===== config.mk =====
export PLATFORM = sky130hd
export DESIGN_NAME = lpsc_front
export DESIGN_NICKNAME = d
export VERILOG_FILES = /design/src/lpsc_pkg.sv /design/src/lpsc_front.sv
export SDC_FILE = /design/constraint.sdc
export NUM_CORES = 2
export LEC_CHECK = 0
export ABC_CLOCK_PERIOD_IN_PS = 8000
export BUFFER_PORTS_ARGS = -buffer_cell sky130_fd_sc_hd__buf_4
export CELL_PAD_IN_SITES_DETAIL_PLACEMENT = 1
export CELL_PAD_IN_SITES_GLOBAL_PLACEMENT = 1
export CORE_MARGIN = 4
export CORE_UTILIZATION = 30
export CTS_CLUSTER_SIZE = 24
export DETAILED_ROUTE_END_ITERATION = 12
export PLACE_DENSITY = 0.66
export SLEW_MARGIN = 10
export SYNTH_ARGS = -nofsm -noshare
export SYNTH_HDL_FRONTEND = slang
export SYNTH_SLANG_ARGS = --single-unit

===== constraint.sdc =====
create_clock -name aclk -period 8 [get_ports aclk]
set_input_delay 2 -clock aclk [delete_from_list [all_inputs] [get_ports aclk]]
set_output_delay 2 -clock aclk [all_outputs]
set_load 0.03 [all_outputs]

===== src/lpsc_pkg.sv =====
package lpsc_pkg;

    // Field widths
    localparam int POS_W  = 13;
    localparam int RAD_W  = 15;
    localparam int GRID_W = 11;
    localparam int NRM_W  = 16;
    localparam int CW     = 13;           // clamped grid size, covers the largest MAX_GRID
    localparam int DW     = 14;           // signed offset from the centre
    localparam int AW     = 13;           // magnitude of an offset
    localparam int SQ_W   = 2 * AW;       // one squared offset
    localparam int SW     = SQ_W + 2;     // sum of three squared offsets
    localparam int R2_W   = 2 * RAD_W;    // squared radius

    // Parameter defaults
    localparam int MAX_GRID_DEF     = 1024;
    localparam int NORMAL_FRAC_DEF  = 14;
    localparam int RADIUS_FRAC_DEF  = 4;

    // Register reset values
    localparam logic [GRID_W-1:0] GRID_RESET = GRID_W'(64);

    // Register indexes
    localparam logic [1:0] REG_GRID_X = 2'd0;
    localparam logic [1:0] REG_GRID_Y = 2'd1;
    localparam logic [1:0] REG_GRID_Z = 2'd2;
    localparam logic [1:0] REG_WALL_Z = 2'd3;

    // Shape kinds
    localparam logic [1:0] KIND_SPHERE = 2'd0;
    localparam logic [1:0] KIND_CYL    = 2'd1;
    localparam logic [1:0] KIND_CHAN   = 2'd2;

    // Cylinder axes
    localparam logic [1:0] AXIS_X    = 2'd0;
    localparam logic [1:0] AXIS_Y    = 2'd1;
    localparam logic [1:0] AXIS_Z    = 2'd2;
    localparam logic [1:0] AXIS_NONE = 2'd3;

    // Side codes
    localparam logic [1:0] SIDE_SOLID = 2'd0;
    localparam logic [1:0] SIDE_FLUID = 2'd1;
    localparam logic [1:0] SIDE_DEGEN = 2'd2;

    typedef struct packed {
        logic [1:0]       side;
        logic             use_root;   // normals come from the root lanes
        logic [2:0]       neg;        // per-lane sign of the normal
        logic [NRM_W-1:0] fix_x;
        logic [NRM_W-1:0] fix_y;
        logic [NRM_W-1:0] fix_z;
    } meta_t;

endpackage


===== src/lpsc_front.sv =====
module lpsc_front
    import lpsc_pkg::*;
#(
    parameter int MAX_GRID         = MAX_GRID_DEF,
    parameter int NORMAL_FRAC_BITS = NORMAL_FRAC_DEF,
    parameter int RADIUS_FRAC_BITS = RADIUS_FRAC_DEF,
    parameter int RW               = SQ_W + 2 * NORMAL_FRAC_BITS + 2
) (
    input  logic                    aclk,
    input  logic                    en,
    input  logic [GRID_W-1:0]       grid_x,
    input  logic [GRID_W-1:0]       grid_y,
    input  logic [GRID_W-1:0]       grid_z,
    input  logic                    wall_along_z,
    input  logic signed [POS_W-1:0] pos_x,
    input  logic signed [POS_W-1:0] pos_y,
    input  logic signed [POS_W-1:0] pos_z,
    input  logic [1:0]              shape_kind,
    input  logic signed [RAD_W-1:0] radius,
    input  logic [1:0]              cyl_axis,
    output logic [SW-1:0]           s_out,
    output logic [2:0][RW-1:0]      r_out,
    output meta_t                   meta_out
);

    localparam logic [CW-1:0]    GMAX   = CW'(MAX_GRID);
    localparam logic [NRM_W-1:0] ONE_N  = NRM_W'(64'd1 << NORMAL_FRAC_BITS);
    localparam logic [NRM_W-1:0] MONE_N = NRM_W'(0) - ONE_N;
    localparam int               LW     = SW + 2 * RADIUS_FRAC_BITS;

    // Clamp grid sizes and form centres in half-lattice units
    logic [CW-1:0]      gxc, gyc, gzc;
    logic signed [14:0] cx, cy, lz, cz, dxw, dyw, dzw;
    logic signed [DW-1:0] dx0, dy0, dz0;

    always_comb begin
        gxc = ({2'b0, grid_x} > GMAX) ? GMAX : {2'b0, grid_x};
        gyc = ({2'b0, grid_y} > GMAX) ? GMAX : {2'b0, grid_y};
        gzc = ({2'b0, grid_z} > GMAX) ? GMAX : {2'b0, grid_z};
        cx  = $signed({2'b0, gxc}) - 15'sd1;
        cy  = $signed({2'b0, gyc}) - 15'sd1;
        lz  = $signed({2'b0, gzc}) - $signed({14'b0, wall_along_z});
        cz  = (shape_kind == KIND_CHAN) ? (lz - 15'sd1) : lz;
        dxw = 15'(pos_x) - cx;
        dyw = 15'(pos_y) - cy;
        dzw = 15'(pos_z) - cz;
        dx0 = dxw[DW-1:0];
        dy0 = dyw[DW-1:0];
        dz0 = dzw[DW-1:0];
        // drop the axis component of a cylinder
        if (shape_kind == KIND_CYL) begin
            if (cyl_axis == AXIS_X) dx0 = '0;
            if (cyl_axis == AXIS_Y) dy0 = '0;
            if (cyl_axis == AXIS_Z) dz0 = '0;
        end
    end

    // Stage 1: offsets
    logic signed [DW-1:0]    dx1_reg, dy1_reg, dz1_reg;
    logic [1:0]              kind1_reg, axis1_reg;
    logic signed [RAD_W-1:0] rad1_reg;

    always_ff @(posedge aclk) begin
        if (en) begin
            dx1_reg   <= dx0;
            dy1_reg   <= dy0;
            dz1_reg   <= dz0;
            kind1_reg <= shape_kind;
            axis1_reg <= cyl_axis;
            rad1_reg  <= radius;
        end
    end

    // Magnitudes, channel tests and channel normal
    logic [DW-1:0]    nx1, ny1, nz1;
    logic [AW-1:0]    ax, ay, az;
    logic [RAD_W-1:0] r_abs;
    logic [31:0]      chl_y, chl_z, chr;
    logic             ch_ok;
    logic [NRM_W-1:0] cfy, cfz;

    always_comb begin
        nx1   = DW'(0) - dx1_reg;
        ny1   = DW'(0) - dy1_reg;
        nz1   = DW'(0) - dz1_reg;
        ax    = dx1_reg[DW-1] ? nx1[AW-1:0] : dx1_reg[AW-1:0];
        ay    = dy1_reg[DW-1] ? ny1[AW-1:0] : dy1_reg[AW-1:0];
        az    = dz1_reg[DW-1] ? nz1[AW-1:0] : dz1_reg[AW-1:0];
        r_abs = rad1_reg[RAD_W-1] ? (RAD_W'(0) - rad1_reg) : rad1_reg;
        chl_y = 32'(ay) << RADIUS_FRAC_BITS;
        chl_z = 32'(az) << RADIUS_FRAC_BITS;
        chr   = 32'({r_abs, 1'b0});
        ch_ok = !rad1_reg[RAD_W-1] && (chl_y <= chr) && (chl_z <= chr);
        cfy   = '0;
        cfz   = '0;
        if (ay < az) begin
            cfz = (!dz1_reg[DW-1] && (dz1_reg != '0)) ? MONE_N : ONE_N;
        end else begin
            cfy = (!dy1_reg[DW-1] && (dy1_reg != '0)) ? MONE_N : ONE_N;
        end
    end

    // Stage 2: squares
    logic [2:0][SQ_W-1:0] sq2_reg;
    logic [R2_W-1:0]      r2_reg;
    logic [1:0]           kind2_reg, axis2_reg;
    logic                 rzero2_reg, cav2_reg, chok2_reg;
    logic [2:0]           neg2_reg;
    logic [NRM_W-1:0]     cfy2_reg, cfz2_reg;

    always_ff @(posedge aclk) begin
        if (en) begin
            sq2_reg[0] <= SQ_W'(ax) * SQ_W'(ax);
            sq2_reg[1] <= SQ_W'(ay) * SQ_W'(ay);
            sq2_reg[2] <= SQ_W'(az) * SQ_W'(az);
            r2_reg     <= R2_W'(r_abs) * R2_W'(r_abs);
            kind2_reg  <= kind1_reg;
            axis2_reg  <= axis1_reg;
            rzero2_reg <= (rad1_reg == '0);
            cav2_reg   <= rad1_reg[RAD_W-1];
            chok2_reg  <= ch_ok;
            neg2_reg   <= {dz1_reg[DW-1], dy1_reg[DW-1], dx1_reg[DW-1]}
                          ^ {3{rad1_reg[RAD_W-1]}};
            cfy2_reg   <= cfy;
            cfz2_reg   <= cfz;
        end
    end

    // Distance sum, inside tests and side decision
    logic [SW-1:0] s_sum;
    logic [LW-1:0] lhs, rhs;
    logic          in_ball, in_tube;
    meta_t         meta_n;

    always_comb begin
        s_sum   = SW'(sq2_reg[0]) + SW'(sq2_reg[1]) + SW'(sq2_reg[2]);
        lhs     = LW'(s_sum) << (2 * RADIUS_FRAC_BITS);
        rhs     = LW'(r2_reg) << 2;
        in_ball = lhs < rhs;
        in_tube = lhs <= rhs;
        meta_n          = '0;
        meta_n.neg      = neg2_reg;
        unique case (kind2_reg)
            KIND_CHAN: begin
                meta_n.side  = chok2_reg ? SIDE_FLUID : SIDE_SOLID;
                meta_n.fix_y = cfy2_reg;
                meta_n.fix_z = cfz2_reg;
            end
            KIND_CYL: begin
                if (axis2_reg == AXIS_NONE) begin
                    meta_n.side = SIDE_FLUID;
                end else begin
                    meta_n.side     = (in_tube == cav2_reg) ? SIDE_FLUID : SIDE_SOLID;
                    meta_n.use_root = (s_sum != '0);
                end
            end
            default: begin
                if (rzero2_reg) begin
                    meta_n.side = SIDE_DEGEN;
                end else begin
                    meta_n.side     = (in_ball != cav2_reg) ? SIDE_SOLID : SIDE_FLUID;
                    meta_n.use_root = (s_sum != '0);
                end
            end
        endcase
    end

    // Stage 3: sum and scaled squares for the root lanes
    always_ff @(posedge aclk) begin
        if (en) begin
            s_out    <= s_sum;
            r_out[0] <= RW'(sq2_reg[0]) << (2 * NORMAL_FRAC_BITS + 2);
            r_out[1] <= RW'(sq2_reg[1]) << (2 * NORMAL_FRAC_BITS + 2);
            r_out[2] <= RW'(sq2_reg[2]) << (2 * NORMAL_FRAC_BITS + 2);
            meta_out <= meta_n;
        end
    end

endmodule


==> metrics.cfg <==
[critical_path]
critPathSlowestCell = fa_1
critPathMaxFanout = 4
cpMostUsedCell = fa_1
cpPeakStageDelay_ns = 0.52
crit_type = reg -> reg
end_kind = register
arrival_ns = 8.25
critPathRequiredTime_ns = 8.36
start_kind = register

[synth]
syn_area_um2 = 35800
synthCells = 3641
synth_top_area_share_pct = 25.8
avgSynthCellArea_um2 = 9.82
yosysWarningCount = 0
async_flop_share_pct = 0
synth_ff_type = edfxtp_1
synth_top_cell_by_area = fa_1
synth.distinct_cells = 71
ys_ff_latch = 292
synth.area.top_cells = fa_1 26%, edfxtp_1 25%, ha_1 15%, inv_1 8.3%, xnor2_1 3.6%
yosysSeqAreaShare_pct = 24.5
synth_edf_count = 292

[sta]
tightest_slew_ns = 1.09
period_needed_ns = 7.88
clock_skew_ns = 0.0186
fin_crit_sh_pct = 98.6
drv_slew = 0
finalHoldViolCount = 0
fmax_mhz = 127
tns_ns = 0
slew_headroom_pct = 26.4
whs_ns = 0.418
rsz0062_at_grt = true
setup_viol = 0

[detailed_routing]
totalWireLength_um = 105000
drc = 0
drt_pass1_iterations = 5
wire_per_inst_um = 18.8
drtIter0Drc = 1348
avgViaCountPerCell = 4.65
vias = 26000
ant_nets = 0

[finish]
mostFrequentLayoutCell = inv_1
finalNonFillerCells = 5596
nets = 4997
n_fill_cell = 13500
syn2layout_area_growth_pct = 16.7
fin_util_pct = 35.3
final_layout_size_suffix_gt1_share_pct = 13.3
final_cell_mix = 781 x inv_1, 451 x fa_1, 405 x ha_1

[clocking]
clk_latency_ns = 0.62
cts_num_sinks = 292
clockRootBuffer = clkbuf_16
clock_path_buffers = 3
clk_pin_slew_worst_paths_ns = 0.06
cts-buffers-inserted = 39
htreeDepth = 2
tritoncts = yes

[floorplan]
dieHeight_um = 353
start_util_pct = 30.2
fp-row-count = 126
core-area_um2 = 118000
die_width_um = 353
die_area_um2 = 125000
io-pin-count = 344

[global_route]
grtUsageTotal_pct = 16.7
grt_max_degree = 132
grt-ovfl-total = 0
grt_pass1_wl_um = 160000
grt_pass1_vias = 27800
grt_antenna_before_repair = 7

[placed_design]
place_congestion = 0.903
dp_hpwl_um = 89300
io_buffers = 206
dp.cells = 5495

[min_path]
hp-class = reg -> reg

[flow_run]
drv_cap = 0

[run_status]
status = completed

[metrics by stage]
stage | setup slack (ns) | area [um2]
after CTS | 0.00138 | 41500
after global placement | -0.162 | 39700
final | 0.116 | 41700
after global routing | -0.111 | 41700
after detailed placement | -0.324 | 39700
after floorplan | 0.00276 | 36400
[metal layers]
| metal | global-route usage, % | wire length, um |
|---|---|---|
| met1 | 21.9 | 45400 |
| met2 | 27.5 | 50000 |
| met5 | 0 | 0 |
| met3 | 3.54 | 6630 |
| met4 | 5.20 | 3380 |
[path summary, 6_finish.rpt]
kind / depth (start not counted) / endpoint / slack [ns] / startpoint
worst max-delay path: 31 / r2_reg[29] / 0.12 / rad1_reg[2]
worst min-delay path: 0 / axis2_reg[0] / 0.42 / axis1_reg[0]
worst min register to register: 0 / axis2_reg[0] / 0.42 / axis1_reg[0]
worst max register to register: 31 / r2_reg[29] / 0.12 / rad1_reg[2]
[cell families after synthesis]
family                     Yosys count  share of synthesized area, %
DFF                                292                          24.5
other                                2                        0.0210
and+or+nand+nor                    856                          10.6
xor gates and xnor gates           215                          5.27
muxes                                2                        0.0560
adders and majority gates          875                          40.3
AOI/OAI and AO/OA                  426                          7.66
buffers and inverters              973                          11.7
[cell type report]
| cell class | count | area [um2] | share of cell area, % |
|---|---|---|---|
| tap | 1536 | 1920 | 4.60 |
| multi-input combinational | 2523 | 23900 | 57.2 |
| timing repair buffer | 371 | 2840 | 6.80 |
| clock inverter | 27 | 328 | 0.785 |
| inverter | 801 | 3010 | 7.21 |
| sequential | 292 | 8770 | 21.0 |
| antenna | 1 | 2.50 | 0.00599 |
| clock buffer | 45 | 998 | 2.39 |
[critical path, delay by kind of cell (launching register included)]
kind,cells,cell delay (ns)
compound gates,10,1.93
simple gates,4,1.09
flops,1,0.41
xor+xnor,2,0.26
buf+inv,8,0.79
fa+ha+maj,7,3.14
[Yosys cell counts (24+ instances only)]
cell type,n
o21ai_0,94
nand3_1,34
nand2_1,285
ha_1,415
nand2b_1,32
xnor2_1,146
xor2_1,69
edfxtp_1,292
a21oi_1,125
buf_4,137
nor3_1,56
o21a_1,24
clkbuf_1,33
a21o_1,56
nor2b_1,35
inv_1,787
fa_1,460
nor2_1,323
[repair_timing]
item	4_1_cts	5_1_grt
hold buffers	0	0
buffers inserted	12	16
gates cloned	0	0
gates resized for setup	67	42
pin swaps	57	54
setup endpoints to repair	8	12
Power is not shown: default switching activity piles up to over one toggle a cycle in this logic, so the estimate is an artifact.
